File: src/sv/buddy_block_allocator_macros.svh
// assertion macros used by the buddy block allocator rtl
// depends on a clock named clock and a synchronous reset named reset in scope
`ifndef BUDDY_BLOCK_ALLOCATOR_MACROS_SVH
`define BUDDY_BLOCK_ALLOCATOR_MACROS_SVH

// consequent checked in the same cycle
`define BBA_ASSERT_SAME(lbl, ante, cons, msg) \
   lbl: assert property (@(posedge clock) disable iff (reset) (ante) |-> (cons)) \
      else $error(msg);

// consequent checked in the cycle after the antecedent
`define BBA_ASSERT_NEXT(lbl, ante, cons, msg) \
   lbl: assert property (@(posedge clock) disable iff (reset) (ante) |=> (cons)) \
      else $error(msg);

`endif

File: src/sv/bba_pkg.sv
// types, constants and codes of the buddy block allocator
// no dependencies; used by every rtl file of the block
`default_nettype none

package bba_pkg;

   localparam int MAX_BLOCKS_DEF = 32;
   localparam int ORDER_W = 5;
   localparam int OWNER_W = 16;
   localparam int SIZE_W = 32;
   localparam int TOTAL_W = 6;
   localparam logic [ORDER_W-1:0] ORDER_LIMIT = 5'd31;
   localparam logic [ORDER_W-1:0] RESET_ORDER = 5'd10;

   localparam logic [1:0] ST_OK = 2'd0;
   localparam logic [1:0] ST_NOFIT = 2'd1;
   localparam logic [1:0] ST_FULL = 2'd2;

   localparam logic REQ_ALLOC = 1'b0;
   localparam logic REQ_QUERY = 1'b1;

   typedef struct packed {
      logic req_type;
      logic [OWNER_W-1:0] owner_id;
      logic [SIZE_W-1:0] request_size;
   } bba_req_type;

   typedef struct packed {
      logic [OWNER_W-1:0] block_owner;
      logic [TOTAL_W-1:0] block_total;
      logic [1:0] status;
      logic last;
   } bba_rsp_type;

   typedef struct packed {
      logic [OWNER_W-1:0] owner;
      logic [ORDER_W-1:0] order;
   } bba_entry_type;

   typedef struct packed {
      logic done;
      logic [ORDER_W:0] order;
   } bba_ord_res_type;

   typedef enum logic [3:0] {
      S_IDLE,
      S_SIZE,
      S_SCAN,
      S_SHIFT,
      S_FILL,
      S_PLACE,
      S_DONE,
      S_QREAD,
      S_QLOAD
   } bba_state_type;

endpackage

`default_nettype wire

File: src/sv/bba_store.sv
// block list memory: owner and order of each block, one write and one read port
// depends on bba_pkg for the entry type
`default_nettype none

module bba_store #(
   parameter int MAX_BLOCKS = bba_pkg::MAX_BLOCKS_DEF
) (
   input  wire logic clock,
   input  wire logic wr_en,
   input  wire logic [$clog2(MAX_BLOCKS)-1:0] wr_addr,
   input  wire bba_pkg::bba_entry_type wr_data,
   input  wire logic rd_en,
   input  wire logic [$clog2(MAX_BLOCKS)-1:0] rd_addr,
   output bba_pkg::bba_entry_type rd_data
);

   bba_pkg::bba_entry_type mem[MAX_BLOCKS];
   bba_pkg::bba_entry_type rd_data_ff;

   always_ff @(posedge clock) begin
      if (wr_en) begin
         mem[wr_addr] <= wr_data;
      end
   end

   always_ff @(posedge clock) begin
      if (rd_en) begin
         rd_data_ff <= mem[rd_addr];
      end
   end

   assign rd_data = rd_data_ff;

endmodule

`default_nettype wire

File: src/sv/bba_size_order.sv
// iterative unit that rounds a request size up to a power-of-two order
// one bit of size-1 is shifted out per cycle; depends on bba_pkg
`default_nettype none

module bba_size_order (
   input  wire logic clock,
   input  wire logic reset,
   input  wire logic start,
   input  wire logic [bba_pkg::SIZE_W-1:0] size,
   output bba_pkg::bba_ord_res_type result
);

   logic busy_ff, busy_in;
   logic [bba_pkg::SIZE_W-1:0] rem_ff, rem_in;
   logic [bba_pkg::ORDER_W:0] ord_ff, ord_in;

   always_comb begin
      busy_in = busy_ff;
      rem_in = rem_ff;
      ord_in = ord_ff;
      if (start) begin
         busy_in = 1'b1;
         // size zero rounds like size one
         rem_in = (size == '0) ? '0 : size - 1'b1;
         ord_in = '0;
      end else if (busy_ff) begin
         if (rem_ff == '0) begin
            busy_in = 1'b0;
         end else begin
            rem_in = rem_ff >> 1;
            ord_in = ord_ff + 1'b1;
         end
      end
   end

   always_ff @(posedge clock) begin
      if (reset) begin
         busy_ff <= 1'b0;
      end else begin
         busy_ff <= busy_in;
      end
   end

   always_ff @(posedge clock) begin
      rem_ff <= rem_in;
      ord_ff <= ord_in;
   end

   assign result.done = busy_ff && (rem_ff == '0);
   assign result.order = ord_ff;

endmodule

`default_nettype wire

File: src/sv/buddy_block_allocator.sv
// buddy block allocator: sequencer, output register and configuration
// depends on bba_pkg, bba_store, bba_size_order and the assertion macros
//
// usage:
//  req channel (valid/ready) carries an allocate or a query item. req_ready is
//  high only while the sequencer is idle; one item is worked at a time.
//  allocate: the size order unit rounds the size up to an order, one scan of
//  the list reads every block, a split moves the tail of the list one entry a
//  cycle and writes one new block a cycle. It gives one rsp item with status
//  and last.
//  query: one rsp item per block, leftmost first; a block is read, then its
//  item is loaded while the receiver keeps up; last marks the final block.
//  the list memory has one read and one write port, which sets the pace.
//  rsp is held in an output register; a stalled receiver holds the sequencer
//  when it has its next item ready, and a new req item can be taken while the
//  final item of the previous one still waits.
//  csr_we writes total_order and resets the list to one free block at once.
//  reset: list holds one free block of order 10; the entry write happens in
//  the reset cycle itself, so the block is ready right after reset.
`default_nettype none
`include "buddy_block_allocator_macros.svh"

module buddy_block_allocator #(
   parameter int MAX_BLOCKS = bba_pkg::MAX_BLOCKS_DEF
) (
   input  wire logic clock,
   input  wire logic reset,
   input  wire logic req_valid,
   output logic req_ready,
   input  wire bba_pkg::bba_req_type req_data,
   output logic rsp_valid,
   input  wire logic rsp_ready,
   output bba_pkg::bba_rsp_type rsp_data,
   input  wire logic csr_we,
   input  wire logic [bba_pkg::ORDER_W-1:0] csr_data
);

   localparam int IDX_W = $clog2(MAX_BLOCKS);
   localparam int CNT_W = $clog2(MAX_BLOCKS + 1);
   localparam int SUM_W = CNT_W + bba_pkg::ORDER_W;
   localparam logic [CNT_W-1:0] CNT_MAX = CNT_W'(MAX_BLOCKS);

   bba_pkg::bba_state_type state_ff, state_in;
   logic [CNT_W-1:0] cnt_ff, cnt_in;
   logic [CNT_W-1:0] idx_ff, idx_in;
   logic pipe_vld_ff, pipe_vld_in;
   logic [IDX_W-1:0] pipe_idx_ff, pipe_idx_in;
   logic best_vld_ff, best_vld_in;
   logic [bba_pkg::ORDER_W-1:0] best_ord_ff, best_ord_in;
   logic [IDX_W-1:0] best_pos_ff, best_pos_in;
   logic [bba_pkg::ORDER_W-1:0] target_ff, target_in;
   logic [bba_pkg::ORDER_W-1:0] dist_ff, dist_in;
   logic [bba_pkg::ORDER_W-1:0] fill_ff, fill_in;
   logic [bba_pkg::OWNER_W-1:0] owner_ff, owner_in;
   logic [1:0] status_ff, status_in;
   logic rsp_valid_ff, rsp_valid_in;
   bba_pkg::bba_rsp_type rsp_data_ff, rsp_data_in;

   logic req_accept;
   logic slot_free;
   logic rsp_load;
   logic hit;
   logic [bba_pkg::ORDER_W-1:0] gap;
   logic [SUM_W-1:0] grown;

   logic rd_en;
   logic [IDX_W-1:0] rd_addr;
   bba_pkg::bba_entry_type rd_data;
   logic fsm_we;
   logic [IDX_W-1:0] fsm_waddr;
   bba_pkg::bba_entry_type fsm_wdata;
   logic wr_en;
   logic [IDX_W-1:0] wr_addr;
   bba_pkg::bba_entry_type wr_data;

   bba_pkg::bba_ord_res_type ord_res;

   bba_size_order u_size_order (
      .clock  (clock),
      .reset  (reset),
      .start  (req_accept && (req_data.req_type == bba_pkg::REQ_ALLOC)),
      .size   (req_data.request_size),
      .result (ord_res)
   );

   bba_store #(
      .MAX_BLOCKS(MAX_BLOCKS)
   ) u_store (
      .clock   (clock),
      .wr_en   (wr_en),
      .wr_addr (wr_addr),
      .wr_data (wr_data),
      .rd_en   (rd_en),
      .rd_addr (rd_addr),
      .rd_data (rd_data)
   );

   assign req_ready = (state_ff == bba_pkg::S_IDLE);
   assign req_accept = req_valid && req_ready;
   assign slot_free = !rsp_valid_ff || rsp_ready;

   // reset and csr writes re-seed entry zero with one free block
   always_comb begin
      wr_en = fsm_we;
      wr_addr = fsm_waddr;
      wr_data = fsm_wdata;
      if (reset) begin
         wr_en = 1'b1;
         wr_addr = '0;
         wr_data = '{owner: '0, order: bba_pkg::RESET_ORDER};
      end else if (csr_we) begin
         wr_en = 1'b1;
         wr_addr = '0;
         wr_data = '{owner: '0, order: csr_data};
      end
   end

   // scan compare: free block no smaller than target, strictly better than best
   assign hit = pipe_vld_ff && (rd_data.owner == '0) && (rd_data.order >= target_ff)
                && (!best_vld_ff || (rd_data.order < best_ord_ff));
   assign gap = best_ord_ff - target_ff;
   assign grown = SUM_W'(cnt_ff) + SUM_W'(gap);

   always_comb begin
      state_in = state_ff;
      cnt_in = cnt_ff;
      idx_in = idx_ff;
      pipe_vld_in = 1'b0;
      pipe_idx_in = pipe_idx_ff;
      best_vld_in = best_vld_ff;
      best_ord_in = best_ord_ff;
      best_pos_in = best_pos_ff;
      target_in = target_ff;
      dist_in = dist_ff;
      fill_in = fill_ff;
      owner_in = owner_ff;
      status_in = status_ff;
      rsp_load = 1'b0;
      rsp_data_in = rsp_data_ff;
      rd_en = 1'b0;
      rd_addr = '0;
      fsm_we = 1'b0;
      fsm_waddr = '0;
      fsm_wdata = '{owner: '0, order: '0};

      case (state_ff)
         bba_pkg::S_IDLE: begin
            if (req_accept) begin
               owner_in = req_data.owner_id;
               idx_in = '0;
               if (req_data.req_type == bba_pkg::REQ_QUERY) begin
                  state_in = bba_pkg::S_QREAD;
               end else begin
                  state_in = bba_pkg::S_SIZE;
               end
            end
         end
         bba_pkg::S_SIZE: begin
            if (ord_res.done) begin
               if (ord_res.order > {1'b0, bba_pkg::ORDER_LIMIT}) begin
                  status_in = bba_pkg::ST_NOFIT;
                  state_in = bba_pkg::S_DONE;
               end else begin
                  target_in = ord_res.order[bba_pkg::ORDER_W-1:0];
                  best_vld_in = 1'b0;
                  idx_in = '0;
                  state_in = bba_pkg::S_SCAN;
               end
            end
         end
         bba_pkg::S_SCAN: begin
            if (idx_ff < cnt_ff) begin
               rd_en = 1'b1;
               rd_addr = idx_ff[IDX_W-1:0];
               idx_in = idx_ff + 1'b1;
               pipe_vld_in = 1'b1;
               pipe_idx_in = idx_ff[IDX_W-1:0];
            end
            if (hit) begin
               best_vld_in = 1'b1;
               best_ord_in = rd_data.order;
               best_pos_in = pipe_idx_ff;
            end
            if ((idx_ff >= cnt_ff) && !pipe_vld_ff) begin
               dist_in = gap;
               fill_in = 5'd1;
               if (!best_vld_ff) begin
                  status_in = bba_pkg::ST_NOFIT;
                  state_in = bba_pkg::S_DONE;
               end else if (grown > SUM_W'(MAX_BLOCKS)) begin
                  status_in = bba_pkg::ST_FULL;
                  state_in = bba_pkg::S_DONE;
               end else if (gap == '0) begin
                  state_in = bba_pkg::S_PLACE;
               end else begin
                  idx_in = cnt_ff - 1'b1;
                  state_in = bba_pkg::S_SHIFT;
               end
            end
         end
         bba_pkg::S_SHIFT: begin
            // tail moves right by dist, each entry written in the cycle after its read
            if (idx_ff > CNT_W'(best_pos_ff)) begin
               rd_en = 1'b1;
               rd_addr = idx_ff[IDX_W-1:0];
               idx_in = idx_ff - 1'b1;
               pipe_vld_in = 1'b1;
               pipe_idx_in = idx_ff[IDX_W-1:0] + IDX_W'(dist_ff);
            end
            if (pipe_vld_ff) begin
               fsm_we = 1'b1;
               fsm_waddr = pipe_idx_ff;
               fsm_wdata = rd_data;
            end
            if ((idx_ff <= CNT_W'(best_pos_ff)) && !pipe_vld_ff) begin
               state_in = bba_pkg::S_FILL;
            end
         end
         bba_pkg::S_FILL: begin
            // free right halves, smallest next to the placed block
            fsm_we = 1'b1;
            fsm_waddr = best_pos_ff + IDX_W'(fill_ff);
            fsm_wdata = '{owner: '0, order: target_ff + fill_ff - 1'b1};
            fill_in = fill_ff + 1'b1;
            if (fill_ff == dist_ff) begin
               state_in = bba_pkg::S_PLACE;
            end
         end
         bba_pkg::S_PLACE: begin
            fsm_we = 1'b1;
            fsm_waddr = best_pos_ff;
            fsm_wdata = '{owner: owner_ff, order: target_ff};
            cnt_in = cnt_ff + CNT_W'(dist_ff);
            status_in = bba_pkg::ST_OK;
            state_in = bba_pkg::S_DONE;
         end
         bba_pkg::S_DONE: begin
            if (slot_free) begin
               rsp_load = 1'b1;
               rsp_data_in = '{block_owner: '0,
                               block_total: bba_pkg::TOTAL_W'(cnt_ff),
                               status: status_ff,
                               last: 1'b1};
               state_in = bba_pkg::S_IDLE;
            end
         end
         bba_pkg::S_QREAD: begin
            rd_en = 1'b1;
            rd_addr = idx_ff[IDX_W-1:0];
            state_in = bba_pkg::S_QLOAD;
         end
         bba_pkg::S_QLOAD: begin
            if (slot_free) begin
               rsp_load = 1'b1;
               rsp_data_in = '{block_owner: rd_data.owner,
                               block_total: bba_pkg::TOTAL_W'(cnt_ff),
                               status: bba_pkg::ST_OK,
                               last: (idx_ff + 1'b1 == cnt_ff)};
               idx_in = idx_ff + 1'b1;
               if (idx_ff + 1'b1 == cnt_ff) begin
                  state_in = bba_pkg::S_IDLE;
               end else begin
                  state_in = bba_pkg::S_QREAD;
               end
            end
         end
         default: begin
            state_in = bba_pkg::S_IDLE;
         end
      endcase

      if (csr_we) begin
         cnt_in = CNT_W'(1);
      end

      if (rsp_load) begin
         rsp_valid_in = 1'b1;
      end else if (rsp_ready) begin
         rsp_valid_in = 1'b0;
      end else begin
         rsp_valid_in = rsp_valid_ff;
      end
   end

   always_ff @(posedge clock) begin
      if (reset) begin
         state_ff <= bba_pkg::S_IDLE;
         cnt_ff <= CNT_W'(1);
         pipe_vld_ff <= 1'b0;
         rsp_valid_ff <= 1'b0;
      end else begin
         state_ff <= state_in;
         cnt_ff <= cnt_in;
         pipe_vld_ff <= pipe_vld_in;
         rsp_valid_ff <= rsp_valid_in;
      end
   end

   always_ff @(posedge clock) begin
      idx_ff <= idx_in;
      pipe_idx_ff <= pipe_idx_in;
      best_vld_ff <= best_vld_in;
      best_ord_ff <= best_ord_in;
      best_pos_ff <= best_pos_in;
      target_ff <= target_in;
      dist_ff <= dist_in;
      fill_ff <= fill_in;
      owner_ff <= owner_in;
      status_ff <= status_in;
      rsp_data_ff <= rsp_data_in;
   end

   assign rsp_valid = rsp_valid_ff;
   assign rsp_data = rsp_data_ff;

   `BBA_ASSERT_SAME(a_cnt_range, 1'b1,
      (cnt_ff != '0) && (cnt_ff <= CNT_MAX), "block count out of range")
   `BBA_ASSERT_SAME(a_shift_dest, (state_ff == bba_pkg::S_SHIFT) && pipe_vld_ff,
      pipe_idx_ff > best_pos_ff, "shift writes over the split block")
   `BBA_ASSERT_SAME(a_fill_range, state_ff == bba_pkg::S_FILL,
      (fill_ff != '0) && (fill_ff <= dist_ff), "fill index outside split range")
   `BBA_ASSERT_NEXT(a_last_idle, rsp_load && rsp_data_in.last,
      state_ff == bba_pkg::S_IDLE, "sequencer busy after final item")

endmodule

`default_nettype wire
File: config.mk
export PLATFORM = sky130hd
export DESIGN_NAME = buddy_block_allocator
export DESIGN_NICKNAME = d
export VERILOG_FILES = /design/src/sv/bba_pkg.sv /design/src/sv/bba_store.sv /design/src/sv/bba_size_order.sv /design/src/sv/buddy_block_allocator.sv
export VERILOG_INCLUDE_DIRS = /design/src /design/src/sv
export SDC_FILE = /design/constraint.sdc
export NUM_CORES = 1
export LEC_CHECK = 0
export BUFFER_PORTS_ARGS = -buffer_cell sky130_fd_sc_hd__buf_4
export CAP_MARGIN = 25
export CORE_MARGIN = 2
export CORE_UTILIZATION = 45
export DETAILED_ROUTE_END_ITERATION = 8
export PLACE_DENSITY = 0.7
export SLEW_MARGIN = 0
export SYNTH_ARGS = -nofsm -noshare
export SYNTH_HDL_FRONTEND = slang
export SYNTH_SLANG_ARGS = --single-unit
export TNS_END_PERCENT = 50
File: constraint.sdc
create_clock -name clock -period 5.41 [get_ports clock]
set_clock_uncertainty 0.1 [all_clocks]
set_input_delay 0.541 -clock clock [delete_from_list [all_inputs] [get_ports clock]]
set_output_delay 0.541 -clock clock [all_outputs]
set_load 0.05 [all_outputs]
==> results.cfg <==
[outcome]
outcome = finished, final reports clean

[pwr]
clkPwrFrac = 0.343
p_int_mw = 11.7
pwr-share-comb = 0.193
p_switching_mw = 4.69
power_mw = 16.4
ir_worst_vdd_mv = 0.259
p_seq_frac = 0.463
sw_frac_of_total = 0.286
p_per_area_nw_per_um2 = 399
p_leak_nw = 14.5

[cells_and_area]
multi_input_area_um2 = 10400
seqCellArea_um2 = 24600
final_util = 0.520
layout.nets = 2891
fillers = 6429
syn_to_final_growth_pct = 14.7
layout-drive-gt1-share = 0.147
diodes = 0

[synth]
yosys.cell_count.top_type = edfxtp_1
synth_edf_count = 805
synth_compound_area_frac = 0.105
syn-instance-count = 2624
netlist_top_cells_count = 805 x edfxtp_1, 362 x nand2_1, 127 x a211oi_1, 118 x and3_1, 106 x nor2_1
ys_seq_area_frac = 0.687
syn-cell-area_um2 = 35700
synth_top_flop_cell = edfxtp_1
synthMuxAreaShare = 0.0209
synthAdderAreaFrac = 0.0230
avgSynthCellArea_um2 = 13.6
syn_nets = 2745
synth_top_family_by_area = simple AND/OR/NAND/NOR gates
synth_top_area_cell = edfxtp_1
yosys.area_share.simple = 0.115
synthXorXnorAreaFrac = 0.0202
synth.area.top_cells = edfxtp_1 68%, nand2_1 3.8%, a211oi_1 2.7%
yosysTopAreaCellShare = 0.676
yosysWarnings = 0
ys_seq_elements = 824
async_flop_share = 0
ys_types = 91

[timing]
finalHoldViolations = 0
max-slew-margin-rel = 0.324
rsz0062_at_grt = no
setup_viol = 0
slew_violations = 0
finalCriticalPeriod_ns = 4.84
worst_slack_ns = 0.568
hold_ws_ns = 0.0111
finalSetupTns_ns = 0
clock.fmax_ghz = 0.207
post-route-period-util = 0.895
worst_slew_pin_slew_ns = 1.01

[drt]
drtPass1Iterations = 6
wl_met1_mm = 38.8
detail_route.vias_per_cell = 6.06
totalWireLength_mm = 98.7
antenna_left = 0
vias = 23500
wl_per_cell_um = 25.4
wl_met2_mm = 46.2
drtIter0Drc = 2982
drc = 0
top_layer_used = met5
wl_met3_mm = 9.91

[setup_path]
crit_chain = inv_1 > ha_1 > nand2_1 > or2_2 > and3_1 > ha_1 > nor3b_1 > a31oi_1 > or3b_1 > a21boi_4 > buf_12 > buf_12 > a211oi_1 > o21ai_0 > o2111ai_1 > nor4_1
critPathKind = reg2reg
cp_slowest_cell = a21boi_4
r2r_end = u_store.rd_data[13]
crit-reg2reg-launch = cnt_ff[5]
cp_max_fo = 36
r2r_setup_slack_ns = 0.57
critPathCaptureType = register
critical-path-max-stage-delay_ns = 0.70
arrival_ns = 5.12
r2r_cells = 16
cp.required_ns = 5.69
start_kind = register

[placed_design]
dp.final_hpwl_mm = 60.6
dpl_worst_slack_ns = 0.601
port_buffers = 85
place.gp.congestion = 0.905

[global_route]
grt_pass1_wl_mm = 146
track_usage = 0.238
antenna_found_initial = 1
grt_max_degree = 59
grt_pass1_vias = 22900
overflow = 0

[run]
maxCapViolations = 0

[floorplan]
die-area_um2 = 81700
dieWidth_um = 286
coreArea_um2 = 78900
start_util = 0.453
num_io_pins = 86
die_h_um = 286
rows = 103

[clock_network]
cts_sinks = 824
cts_htree_levels = 3
clk_latency_ns = 0.64
numCtsBuffers = 84
clock-root-buffer = clkbuf_16
clkTransAtPathRegs_ns = 0.06
cts_resized = 0
cts_buffer_depth = 3
post-cts-setup-buffers = 0
cts.hold.buffers_added = 15
cts_tree = yes

[min_path]
min_to = owner_ff[9]
worstHoldPathCells = 1
hp-start = req_data[41]
hold_path.class = in2reg
-- state kept, by name (all words and copies together) (netlist names), 2 cells and up --
name	flops
status_ff	2
target_ff	5
pipe_idx_ff	5
u_store.mem	672
dist_ff	5
state_ff	4
best_pos_ff	5
best_ord_ff	5
u_size_order.ord_ff	6
u_store.rd_data	21
rsp_data	25
u_size_order.rem_ff	32
idx_ff	6
owner_ff	16
cnt_ff	6
fill_ff	5
-- cell usage in the layout, fill, tap and decap left out, drive strengths merged, types with 68 or more instances in the layout --
cell | synthesis | routed
edfxtp | 805 | 805
nand2 | 364 | 364
buf | 84 | 202
a211oi | 127 | 127
and3 | 118 | 118
nor2 | 107 | 107
clkbuf | 73 | 106
o21ai | 94 | 94
a31oi | 71 | 71
a21oi | 68 | 68
-- how the worst max path moves through the flow --
stage | endpoint | from | slack, ns | cells after the start
after floorplan | u_store.mem[18][0] | fill_ff[0] | 1.45 | 10
after global placement | u_store.rd_data[13] | cnt_ff[5] | 0.59 | 16
after detailed placement | u_store.rd_data[13] | idx_ff[5] | 0.60 | 15
after CTS | u_store.rd_data[13] | idx_ff[5] | 0.55 | 15
after global routing | u_store.rd_data[13] | cnt_ff[1] | 0.18 | 16
final | u_store.rd_data[13] | cnt_ff[5] | 0.57 | 16
-- routing by layer --
layer	global-route usage	vias to the layer above
met3	0.0491	238
li1	-	10300
met5	0	-
met2	0.379	1275
met1	0.321	11700
met4	0.0973	2
-- worst max-delay path, delay by kind of cell, from the launching register on --
kind | cells | cell delay (ns)
AND/OR/NAND/NOR | 6 | 1.44
AO/OA/AOI/OAI | 5 | 1.31
buffers and inverters | 3 | 0.68
adder cells (fa/ha/maj) | 2 | 0.54
flip-flops | 1 | 0.45
-- power by group through the flow --
stage	clock network [mW]	logic (mW)	registers, mW
floorplan	0	2.16	7.63
detailed placement	0	3.10	7.71
CTS	5.68	3.13	7.58
global route	5.92	3.42	7.61
global placement	0	3.02	7.71
finish	5.62	3.16	7.59
-- cell type report --
type                       count  area share
clock inverter                43      0.0101
timing repair buffer         217      0.0466
inverter                      59     0.00546
multi-input combinational   1584       0.253
sequential                   824       0.599
clock buffer                 106      0.0541
tap                         1050      0.0320
-- logic make-up (layout without fill, tap and decap cells) --
family | after synthesis | count (layout)
DFF | 824 | 824
and+or+nand+nor | 841 | 841
muxes | 63 | 63
AOI/OAI and AO/OA | 537 | 537
xor gates and xnor gates | 81 | 81
buffers and inverters | 216 | 425
adders and majority gates | 62 | 62
-- metrics by stage --
step	area (um2)	instances
after floorplan	35700	2624
after global placement	38000	3709
after detailed placement	38200	3716
after CTS	40900	3880
after global routing	41000	3883
final	41000	3883
No activity file was read; power rests on OpenSTA's default activity.
